$ cat config.mk
export PLATFORM = sky130hd
export DESIGN_NAME = keypad_countdown_timer_top
export DESIGN_NICKNAME = d
export VERILOG_FILES = /design/src/rtl/kct_pkg.sv /design/src/rtl/keypad_countdown_timer_top.sv /design/src/rtl/kct_core.sv /design/src/rtl/kct_out_stage.sv
export SDC_FILE = /design/constraint.sdc
export NUM_CORES = 1
export LEC_CHECK = 0
export BUFFER_PORTS_ARGS = -buffer_cell sky130_fd_sc_hd__buf_2
export CORE_ASPECT_RATIO = 0.5
export CORE_MARGIN = 2
export CORE_UTILIZATION = 45
export DETAILED_ROUTE_END_ITERATION = 16
export HOLD_SLACK_MARGIN = 0.15
export PLACE_DENSITY = 0.71
export SLEW_MARGIN = 20
export SYNTH_ARGS = -nofsm -noshare
export SYNTH_HDL_FRONTEND = slang
export SYNTH_HIERARCHICAL = 1
export SYNTH_SLANG_ARGS = --single-unit
$ cat constraint.sdc
create_clock -name clk -period 9.5 [get_ports clk]
set_input_delay 0.475 -clock clk [delete_from_list [all_inputs] [get_ports clk]]
set_output_delay 0.475 -clock clk [all_outputs]
set_load 0.01 [all_outputs]
$ cat src/rtl/kct_pkg.sv
`default_nettype none
// ----------------------------------------------------------------------------
// kct_pkg
// Shared types, constants and helper functions for the keypad countdown
// timer: event kinds, field widths and the decimal digit split.
// ----------------------------------------------------------------------------
package kct_pkg;

	// Number of keypad entry slots and the width of the slot pointer.
	localparam int ENTRY_DIGITS = 4;
	localparam int SLOT_W       = $clog2(ENTRY_DIGITS);

	// Field widths.
	localparam int DIGIT_W = 4;
	localparam int MMSS_W  = 7;
	localparam int TICKS_W = 13;

	// Stream widths; the data widths are rounded up to whole bytes.
	localparam int S_TDATA_W = 8;
	localparam int S_TUSER_W = 2;
	localparam int M_TDATA_W = 24;
	localparam int M_TUSER_W = 1;

	// Timer constants.
	localparam logic [TICKS_W-1:0] SECS_PER_MIN = TICKS_W'(60);
	localparam logic [MMSS_W-1:0]  SEC_BORROW   = MMSS_W'(59);
	localparam logic [DIGIT_W-1:0] MAX_DIGIT    = DIGIT_W'(9);

	// Event kinds carried on the input stream.
	typedef enum logic [1:0] {
		KIND_TICK  = 2'd0,
		KIND_DIGIT = 2'd1,
		KIND_START = 2'd2,
		KIND_CLEAR = 2'd3
	} kind_t;

	// Result of one event, before it is split into decimal digits.
	typedef struct packed {
		logic              show;
		logic [MMSS_W-1:0] mm;
		logic [MMSS_W-1:0] ss;
		logic              alarm;
	} result_t;

	// Tens digit of a value below 100, by multiplying with 205/2048.
	function automatic logic [DIGIT_W-1:0] tens_of(input logic [MMSS_W-1:0] v);
		logic [14:0] prod;
		prod = 15'(v) * 15'(205);
		return prod[14:11];
	endfunction

	// Ones digit of a value below 100, given its tens digit.
	function automatic logic [DIGIT_W-1:0] ones_of(input logic [MMSS_W-1:0] v,
		input logic [DIGIT_W-1:0] tens);
		logic [MMSS_W-1:0] t10;
		t10 = {tens, 3'b000} + {2'b00, tens, 1'b0};
		return DIGIT_W'(v - t10);
	endfunction

endpackage
`default_nettype wire

$ cat src/rtl/keypad_countdown_timer_top.sv
`default_nettype none
// ----------------------------------------------------------------------------
// keypad_countdown_timer_top
// Countdown timer set from a keypad, with tick, digit, start and clear events.
// Each event passes the input register, then the result register, before its
// result is offered downstream; a stall can hold it in either register.
// Throughput: one event per cycle; a stalled result holds the input register.
// Reset: arst_n clears the entry buffer, countdown, alarm and configuration.
// ----------------------------------------------------------------------------
module keypad_countdown_timer_top (
	input  wire                               clk,
	input  wire                               arst_n,
	// Configuration: display_enabled.
	input  wire                               cfg_we,
	input  wire                               cfg_wdata,
	// Input stream.
	input  wire                               s_tvalid,
	output logic                              s_tready,
	input  wire  [kct_pkg::S_TDATA_W-1:0]     s_tdata,  // [3:0] digit
	input  wire  [kct_pkg::S_TUSER_W-1:0]     s_tuser,  // [1:0] kind
	// Result stream.
	output logic                              m_tvalid,
	input  wire                               m_tready,
	// [3:0] min_tens, [7:4] min_ones, [11:8] sec_tens, [15:12] sec_ones, [16] alarm
	output logic [kct_pkg::M_TDATA_W-1:0]     m_tdata,
	output logic [kct_pkg::M_TUSER_W-1:0]     m_tuser   // [0] show
);

	logic                        valid_s1;
	kct_pkg::kind_t              kind_s1;
	logic [kct_pkg::DIGIT_W-1:0] digit_s1;
	logic                        advance;
	kct_pkg::result_t            res;

	// The input register moves on when the result register is free or draining.
	assign advance  = valid_s1 && (!m_tvalid || m_tready);
	assign s_tready = !valid_s1 || advance;

	always_ff @(posedge clk or negedge arst_n) begin
		if (!arst_n) begin
			valid_s1 <= 1'b0;
		end else if (s_tready) begin
			valid_s1 <= s_tvalid;
		end
	end

	always_ff @(posedge clk) begin
		if (s_tvalid && s_tready) begin
			kind_s1  <= kct_pkg::kind_t'(s_tuser);
			digit_s1 <= s_tdata[kct_pkg::DIGIT_W-1:0];
		end
	end

	kct_core u_core (
		.clk       (clk),
		.arst_n    (arst_n),
		.cfg_we    (cfg_we),
		.cfg_wdata (cfg_wdata),
		.step      (advance),
		.kind      (kind_s1),
		.digit     (digit_s1),
		.res       (res)
	);

	kct_out_stage u_out (
		.clk      (clk),
		.arst_n   (arst_n),
		.load     (advance),
		.res      (res),
		.m_tvalid (m_tvalid),
		.m_tready (m_tready),
		.m_tdata  (m_tdata),
		.m_tuser  (m_tuser)
	);

endmodule
`default_nettype wire

$ cat src/rtl/kct_core.sv
`default_nettype none
// ----------------------------------------------------------------------------
// kct_core
// Timer state and its update for one event: keypad entry buffer, mm:ss
// countdown, tick counter, run flag and alarm. Produces the result of the
// event in binary form.
// ----------------------------------------------------------------------------
module kct_core (
	input  wire                                clk,
	input  wire                                arst_n,
	input  wire                                cfg_we,
	input  wire                                cfg_wdata,
	input  wire                                step,
	input  wire kct_pkg::kind_t                kind,
	input  wire [kct_pkg::DIGIT_W-1:0]         digit,
	output kct_pkg::result_t                   res
);

	logic [kct_pkg::DIGIT_W-1:0] entry_q [kct_pkg::ENTRY_DIGITS];
	logic [kct_pkg::SLOT_W-1:0]  slot_q;
	logic [kct_pkg::MMSS_W-1:0]  mm_q, ss_q;
	logic [kct_pkg::TICKS_W-1:0] ticks_q;
	logic                        running_q, alarm_q, disp_en_q;

	logic [kct_pkg::MMSS_W-1:0]  mm_d, ss_d;
	logic [kct_pkg::TICKS_W-1:0] ticks_d, ticks_dec;
	logic                        running_d, alarm_d;
	logic [kct_pkg::DIGIT_W-1:0] digit_sat;
	logic [kct_pkg::MMSS_W-1:0]  load_mm, load_ss;

	// Digit keys above nine are stored as nine.
	assign digit_sat = (digit > kct_pkg::MAX_DIGIT) ? kct_pkg::MAX_DIGIT : digit;

	// Values loaded by the start key from the entry slots.
	assign load_mm = kct_pkg::MMSS_W'(entry_q[0]) * kct_pkg::MMSS_W'(10)
		+ kct_pkg::MMSS_W'(entry_q[1]);
	assign load_ss = kct_pkg::MMSS_W'(entry_q[2]) * kct_pkg::MMSS_W'(10)
		+ kct_pkg::MMSS_W'(entry_q[3]);

	assign ticks_dec = ticks_q - kct_pkg::TICKS_W'(1);

	// Next state of the countdown for the current event.
	always_comb begin
		mm_d      = mm_q;
		ss_d      = ss_q;
		ticks_d   = ticks_q;
		running_d = running_q;
		alarm_d   = alarm_q;
		unique case (kind)
			kct_pkg::KIND_TICK: begin
				if (running_q) begin
					ticks_d = ticks_dec;
					if (ss_q == '0 && mm_q != '0) begin
						mm_d = mm_q - kct_pkg::MMSS_W'(1);
						ss_d = kct_pkg::SEC_BORROW;
					end else if (ss_q != '0) begin
						ss_d = ss_q - kct_pkg::MMSS_W'(1);
					end
					if (ticks_dec == '0) begin
						alarm_d   = 1'b1;
						running_d = 1'b0;
					end
				end
			end
			kct_pkg::KIND_DIGIT: begin
			end
			kct_pkg::KIND_START: begin
				mm_d      = load_mm;
				ss_d      = load_ss;
				ticks_d   = kct_pkg::TICKS_W'(load_mm) * kct_pkg::SECS_PER_MIN
					+ kct_pkg::TICKS_W'(load_ss) + kct_pkg::TICKS_W'(1);
				running_d = 1'b1;
			end
			kct_pkg::KIND_CLEAR: begin
				mm_d    = '0;
				ss_d    = '0;
				alarm_d = 1'b0;
			end
		endcase
	end

	// A tick reports mm:ss from before its step; other events report after.
	always_comb begin
		res.show  = (kind == kct_pkg::KIND_TICK) && running_q && disp_en_q;
		res.mm    = (kind == kct_pkg::KIND_TICK) ? mm_q : mm_d;
		res.ss    = (kind == kct_pkg::KIND_TICK) ? ss_q : ss_d;
		res.alarm = alarm_d;
	end

	// Configuration register.
	always_ff @(posedge clk or negedge arst_n) begin
		if (!arst_n) begin
			disp_en_q <= 1'b0;
		end else if (cfg_we) begin
			disp_en_q <= cfg_wdata;
		end
	end

	// Countdown state, updated once per event.
	always_ff @(posedge clk or negedge arst_n) begin
		if (!arst_n) begin
			mm_q      <= '0;
			ss_q      <= '0;
			ticks_q   <= '0;
			running_q <= 1'b0;
			alarm_q   <= 1'b0;
		end else if (step) begin
			mm_q      <= mm_d;
			ss_q      <= ss_d;
			ticks_q   <= ticks_d;
			running_q <= running_d;
			alarm_q   <= alarm_d;
		end
	end

	// Keypad entry buffer with a wrapping slot pointer.
	always_ff @(posedge clk or negedge arst_n) begin
		if (!arst_n) begin
			slot_q <= '0;
			for (int i = 0; i < kct_pkg::ENTRY_DIGITS; i++) begin
				entry_q[i] <= '0;
			end
		end else if (step && kind == kct_pkg::KIND_DIGIT) begin
			entry_q[slot_q] <= digit_sat;
			slot_q          <= slot_q + kct_pkg::SLOT_W'(1);
		end
	end

endmodule
`default_nettype wire

$ cat src/rtl/kct_out_stage.sv
`default_nettype none
// ----------------------------------------------------------------------------
// kct_out_stage
// Result register: splits mm:ss into decimal digits and holds the packed
// result until the downstream side takes it.
// ----------------------------------------------------------------------------
module kct_out_stage (
	input  wire                               clk,
	input  wire                               arst_n,
	input  wire                               load,
	input  wire kct_pkg::result_t             res,
	output logic                              m_tvalid,
	input  wire                               m_tready,
	output logic [kct_pkg::M_TDATA_W-1:0]     m_tdata,
	output logic [kct_pkg::M_TUSER_W-1:0]     m_tuser
);

	logic [kct_pkg::DIGIT_W-1:0] mt, mo, st, so;
	logic                        valid_s2;
	logic [kct_pkg::M_TDATA_W-1:0] data_s2;
	logic                          show_s2;

	// Decimal split of minutes and seconds.
	assign mt = kct_pkg::tens_of(res.mm);
	assign mo = kct_pkg::ones_of(res.mm, mt);
	assign st = kct_pkg::tens_of(res.ss);
	assign so = kct_pkg::ones_of(res.ss, st);

	// Valid flag: set on load, cleared when the transfer completes.
	always_ff @(posedge clk or negedge arst_n) begin
		if (!arst_n) begin
			valid_s2 <= 1'b0;
		end else if (load) begin
			valid_s2 <= 1'b1;
		end else if (m_tready) begin
			valid_s2 <= 1'b0;
		end
	end

	// Payload register.
	always_ff @(posedge clk) begin
		if (load) begin
			data_s2 <= {7'b0, res.alarm, so, st, mo, mt};
			show_s2 <= res.show;
		end
	end

	assign m_tvalid = valid_s2;
	assign m_tdata  = data_s2;
	assign m_tuser  = show_s2;

endmodule
`default_nettype wire

# After elaboration in Yosys (flattened, before gate mapping)
# Cells that the tools add are included.
[totals] romBits=0 mem_count=0 latch_bits=0 wordCells=85 output_inout_bits=27 mem_bits_rw=0 input_bits=16 reg_bits=74
[classes] n_mul=5 n_div=0 n_lt_le_gt_ge=3 shift=0 n_eq_ne=4 n_addsub=12 n_mux=23 n_bitwise=1 reduce_logical=20
[op_table] operator="2-to-1 mux 7 bit" n=7
[op_table] operator="one-hot mux 7 bit (3 select lines)" n=2
[op_table] operator="multiplier 7 x 8 -> 15 bit, second input constant" n=2
[op_table] operator="one-hot mux 13 bit (2 select lines)" n=1
[op_table] operator="bitwise mux 16 bit" n=1
[op_table] operator="adder 7 x 4 -> 7 bit" n=2
[op_table] operator="nonzero test 7 bit" n=2
[op_table] operator="subtractor 7 x 1 -> 7 bit, second input constant" n=2
[op_table] operator="adder 13 x 1 -> 13 bit, second input constant" n=1
[op_table] operator="adder 13 x 7 -> 13 bit" n=1
[op_table] operator="logical NOT 13 bit" n=1
[op_table] operator="2-to-1 mux 13 bit" n=1
[op_table] operator="subtractor 13 x 1 -> 13 bit, second input constant" n=1
[op_table] operator="multiplier 4 x 3 -> 6 bit, second input constant" n=2
[op_table] operator="multiplier 7 x 4 -> 11 bit, second input constant" n=1
[op_table] operator="adder 4 bit" n=2
[op_table] operator="demux 4 bit (select 2 bit)" n=1
[op_table] operator="2-to-1 mux 4 bit" n=2
[op_table] operator="subtractor 4 bit" n=2
[op_table] operator="logical AND 1 bit" n=7
[op_table] operator="logical NOT 7 bit" n=1
[op_table] operator="2-to-1 mux 1 bit" n=6
[op_table] operator="equality test 2 bit, second input constant" n=2
[op_table] operator="greater-than comparator 4 bit, second input constant" n=1
[op_table] operator="other kinds (13)" n=17

# Depth between registers and ports, before layout
[logic_depth] ltp_word=9 mapped_depth=29 mapped_depth_nobuf=28

# Hierarchy
# The synthesis kept the hierarchy.
[by_module_without_submodules] module="kct_core" seq_area_each_um2=1201.2 n_inst=1 area_per_inst_um2=4541.9 cells_each=532
[by_module_without_submodules] module="kct_out_stage" seq_area_each_um2=565.5 n_inst=1 area_per_inst_um2=2551.2 cells_each=229
[by_module_without_submodules] module="keypad_countdown_timer_top" seq_area_each_um2=205.2 n_inst=1 area_per_inst_um2=251.5 cells_each=12

# Worst setup path after synthesis
# Ideal clock, no wire load.
[synth_timing] path_type="register -> register" start="register u_core/entry_q[13] (netlist name)" end="register u_out.data_s2, in the netlist u_out/m_tdata[7], data pin" required_time_ns=9.238 n_path_buf=0 path_stages_with_launch=29 path_slack_ns=2.931 period_less_slack_ns=6.569 setup_time_ns=0.262 t_arrival_ns=6.307 path_cell_list="dfrtp_1 > ha_1 > ha_1 > inv_1 > fa_1 > nand2b_1 > nor4_1 > o21ai_0 > o21ai_0 > ha_1 > ha_1 > fa_1 > inv_1 > fa_1 > inv_1 > ha_1 > a21oi_1 > a211oi_1 > o31ai_2 > and2b_1 > o21bai_1 > xor2_1 > ha_1 > or3b_1 > nand3_1 > o21ai_0 > nand3b_1 > o221ai_1 > xnor2_1"
[synth_rtl] item="from (decl)" line_no="kct_core.sv:19" text="logic [kct_pkg::DIGIT_W-1:0] entry_q [kct_pkg::ENTRY_DIGITS];"
[synth_rtl] item="from (signal, indexed assignment)" line_no="kct_core.sv:124" text="entry_q[slot_q] <= digit_sat;"
[synth_rtl] item="to (signal assigned)" line_no="kct_out_stage.sv:43" text="data_s2 <= {7'b0, res.alarm, so, st, mo, mt};"
[synth_rtl] item="to (decl)" line_no="kct_out_stage.sv:20" text="logic [kct_pkg::M_TDATA_W-1:0] data_s2;"

==> run summary <==
RUN STATUS
-----------------------------------------------------------------------------------------------
Status                                                                                completed

YOSYS
-----------------------------------------------------------------------------------------------
Cell types with the largest area share after synthesis                             sky130_fd_sc_hd__ha_1 20%, sky130_fd_sc_hd__dfrtp_1 17%, sky130_fd_sc_hd__edfxtp_1 9.8%
Unique cell type count in the Yosys netlist                                                  81
Most common flop cell mapped by yosys                                              sky130_fd_sc_hd__dfrtp_1
Top cell type's share of synthesized area                                                0.2044
XOR/XNOR share of the synthesized area                                                  0.06269
Yosys warning total                                                                           6
Average instance area after synthesis                                                9.501 um^2
Fraction of the mapped netlist area in simple logic gates                                0.1414
Total of flip-flops plus latches after synthesis                                             74
Fraction of registers with async set/reset                                               0.6757
Share of the synthesized area in compound gates (AO/OA/AOI/OAI)                          0.1600
Library cell occupying the most area in the post-synthesis netlist                 sky130_fd_sc_hd__ha_1
Multiplexer fraction of the synthesized cell area                                       0.01959
Number of synthesized flops with an enable pin                                               24
Share of synthesized cell area in full adder, half adder and majority cells              0.2794
Post-synthesis instance area                                                          7345 um^2
Sequential-to-total area share from yosys stat                                           0.2685
Main combinational cell family by area after synthesis                              adder cells
Mapped Cells                                                                                773

CLOCK NETWORK
-----------------------------------------------------------------------------------------------
H-tree Lvls                                                                                   3
Number of setup buffers added after CTS                                                       0
Maximum buffer depth of the clock tree                                                        2
Clock tree from TritonCTS                                                                   yes
TritonCTS Sinks                                                                              74
Clock input transition at the sequential cells of the worst setup and hold paths        0.06 ns
Total of cells resized after clock tree synthesis                                             0
Library cell used as clock root buffer                                             sky130_fd_sc_hd__clkbuf_16
Clock latency of the later-clocked register in the worst-skew pair                      0.34 ns
Clock buffer count from CTS                                                                   9
Hold-fix buffers, CTS                                                                         0

STA
-----------------------------------------------------------------------------------------------
Shortest period the worst path allows                                                  7.545 ns
F_max                                                                                 132.5 MHz
Number of endpoints failing setup at the final stage                                          0
Transition time of the tightest slew-check pin                                         1.063 ns
Max-slew violation count                                                                      0
RSZ-0062 raised after global routing                                                         no
Final worst setup slack                                                                1.955 ns
Layout Skew                                                                         0.007724 ns
Total negative slack                                                                       0 ns
Worst slew margin relative to its limit                                                  0.2838
Share of the cycle needed by the critical path after routing                             0.7942
Final hold vios                                                                               0

LAYOUT
-----------------------------------------------------------------------------------------------
Growth of design area from synthesis to finish                                           8.262%
Total number of nets in the final design                                                    957
Most frequent standard cell in the layout excluding fill and tap cells             sky130_fd_sc_hd__ha_1
Most frequent cells in the layout                                                  120 x sky130_fd_sc_hd__ha_1, 82 x sky130_fd_sc_hd__inv_1, 56 x sky130_fd_sc_hd__o21ai_0, 55 x sky130_fd_sc_hd__nand2_1, 50 x sky130_fd_sc_hd__dfrtp_1
Number of diodes                                                                              0
Proportion of layout cells with a drive suffix above 1                                   0.1089

CRITICAL PATH
-----------------------------------------------------------------------------------------------
Critical path launch point type                                                       flip-flop
Maximum fanout count along the critical path                                                  4
Type of element capturing the critical path                                           flip-flop
Worst r2r dst                                                                      u_out/m_tdata[7]$_DFFE_PP_
Setup CP Type                                                                        reg -> reg
CP max stage cell                                                                  sky130_fd_sc_hd__o21ai_0
Reg2reg path depth                                                                           28
Count of buffering cells on the critical path with inverters included                         3
Worst path most repeated cell                                                      sky130_fd_sc_hd__ha_1
Required arrival time at the worst endpoint                                             9.58 ns
Beginning of the worst register-to-register path                                   u_core/entry_q[13]$_DFFE_PN0P_
Data arrival time of the critical path                                                  7.63 ns
Family with the most delay on the worst path                                        adder cells
Max stage delay on crit path                                                            0.53 ns
Register-to-register path setup slack                                                   1.96 ns

GLOBAL ROUTE
-----------------------------------------------------------------------------------------------
Vias in the first global route                                                             5604
GRT overflow                                                                                  0
First-pass GRT wire length                                                             25.95 mm
Number of antenna violations at the first check in global routing                             0
Pin count of the biggest net entering global routing                                         51
Total routing usage reported by global routing                                           0.1859

ROUTE
-----------------------------------------------------------------------------------------------
Total wirelength of the detailed-routed design                                         14.90 mm
Average routed wire per standard cell                                                  14.61 um
DR iter-0 viols                                                                             270
Drt pass-1 iters                                                                              5
Routed vias/inst                                                                          5.503
Number of DRC violations after detailed routing                                               0
Vias after detailed routing                                                                5613
Residual antenna-violating net count after detailed routing                                   0

FLOORPLANNING
-----------------------------------------------------------------------------------------------
Die Span Y                                                                             94.34 um
Initial cell density of the core                                                         0.4680
Boundary Pins                                                                                43
Cell Rows                                                                                    32
Core area                                                                            15700 um^2
Die area                                                                             17420 um^2
Die Wd                                                                                 184.7 um

FLOW RUN
-----------------------------------------------------------------------------------------------
Max Cap Viol                                                                                  0

PLACE
-----------------------------------------------------------------------------------------------
Pre-CTS setup slack                                                                    2.018 ns
Number of buffers added on ports                                                             31
Final estimated routing congestion in global placement                                   0.8510
Detailed-placement wirelength estimate                                                 11.53 mm

MIN PATH
-----------------------------------------------------------------------------------------------
Path category of the worst min-delay check                                          in -> async

==> cell families (layout without fill, tap and decap cells) <==
| logic type | count (synthesis) | after routing |
|---|---|---|
| AND/OR/NAND/NOR | 191 | 191 |
| adder cells (fa/ha/maj) | 148 | 148 |
| buffers and inverters | 112 | 132 |
| other | 1 | 7 |
| flip-flops | 74 | 74 |
| AO/OA/AOI/OAI | 184 | 184 |
| XOR/XNOR | 50 | 50 |
| multiplexers | 13 | 13 |
==> area by class of cell <==
cell class	instances	area (um^2)
Fill cell	1458	7744
Multi-Input combinational cell	593	4907
Sequential cell	74	1972
Inverter	82	307.8
Tap cell	221	276.5
Clock buffer	10	239.0
Timing Repair Buffer	34	177.7
Clock inverter	6	71.32
==> how the worst max path moves through the flow <==
stage / startpoint / to / slack (ns) / cells after the start
finish: u_core/entry_q[13]$_DFFE_PN0P_ / u_out/m_tdata[7]$_DFFE_PP_ / 1.96 / 28
global route: u_core/entry_q[13]$_DFFE_PN0P_ / u_out/m_tdata[7]$_DFFE_PP_ / 1.54 / 28
CTS: u_core/entry_q[13]$_DFFE_PN0P_ / u_out/m_tdata[7]$_DFFE_PP_ / 1.99 / 28
detailed placement: u_core/entry_q[13]$_DFFE_PN0P_ / u_out/m_tdata[7]$_DFFE_PP_ / 2.02 / 28
global placement: u_core/entry_q[13]$_DFFE_PN0P_ / u_out/m_tdata[7]$_DFFE_PP_ / 2.23 / 28
floorplan: u_core/entry_q[13]$_DFFE_PN0P_ / u_out/m_tdata[7]$_DFFE_PP_ / 2.93 / 28
==> synthesized netlist by cell type (9+ instances only) <==
master and count:
sky130_fd_sc_hd__ha_1 120, sky130_fd_sc_hd__inv_1 82, sky130_fd_sc_hd__o21ai_0 56, sky130_fd_sc_hd__nand2_1 55, sky130_fd_sc_hd__dfrtp_1 50, sky130_fd_sc_hd__a21oi_1 39, sky130_fd_sc_hd__xnor2_1 33, sky130_fd_sc_hd__nor2_1 28
sky130_fd_sc_hd__fa_1 27, sky130_fd_sc_hd__edfxtp_1 24, sky130_fd_sc_hd__nand3_1 19, sky130_fd_sc_hd__clkbuf_1 15, sky130_fd_sc_hd__nand2b_1 14, sky130_fd_sc_hd__xor2_1 14, sky130_fd_sc_hd__a21o_1 11, sky130_fd_sc_hd__mux2_2 11
sky130_fd_sc_hd__nor4_1 10, sky130_fd_sc_hd__or3_1 9
==> worst reg2reg max path, delay by kind of cell, from the launching register on <==
family,cells,cell delay [ns]
AO/OA/AOI/OAI,8,1.71
XOR/XNOR,2,0.32
adder cells (fa/ha/maj),9,3.23
buffers and inverters,3,0.17
flip-flops,1,0.44
AND/OR/NAND/NOR,6,1.42
==> state kept, by name (all words and copies together), names as in the netlist, 2 cells and up <==
signal,cells
u_core/slot_q,2
kind_s1,2
u_core/mm_q,7
u_core/ss_q,7
u_core/ticks_q,13
digit_s1,4
u_out/m_tdata,17
u_core/entry_q,16
==> metal layers <==
layer | routed length [um] | part of all wire | vias to the layer above | global-route usage
met3 | 660 | 0.044 | 19 | 0.03047
li1 | - | - | 2785 | -
met5 | 0 | 0 | - | 0
met4 | 192 | 0.013 | 0 | 0.05093
met2 | 6828 | 0.46 | 121 | 0.3274
met1 | 7219 | 0.48 | 2688 | 0.2394
==> stage by stage <==
stage,hold slack [ns],util,instance area (um^2),cells
finish,0.2478,0.5066,7951,1020
global route,0.3021,0.5066,7951,1020
CTS,0.2786,0.5066,7951,1020
detailed placement,0.4992,0.4868,7641,1004
global placement,0.4793,0.4868,7641,1004
floorplan,0.1794,-,7367,779
Power is left out: the tool's default activity adds up to more than one toggle a clock period on the data nets, which glitch-free logic cannot reach.
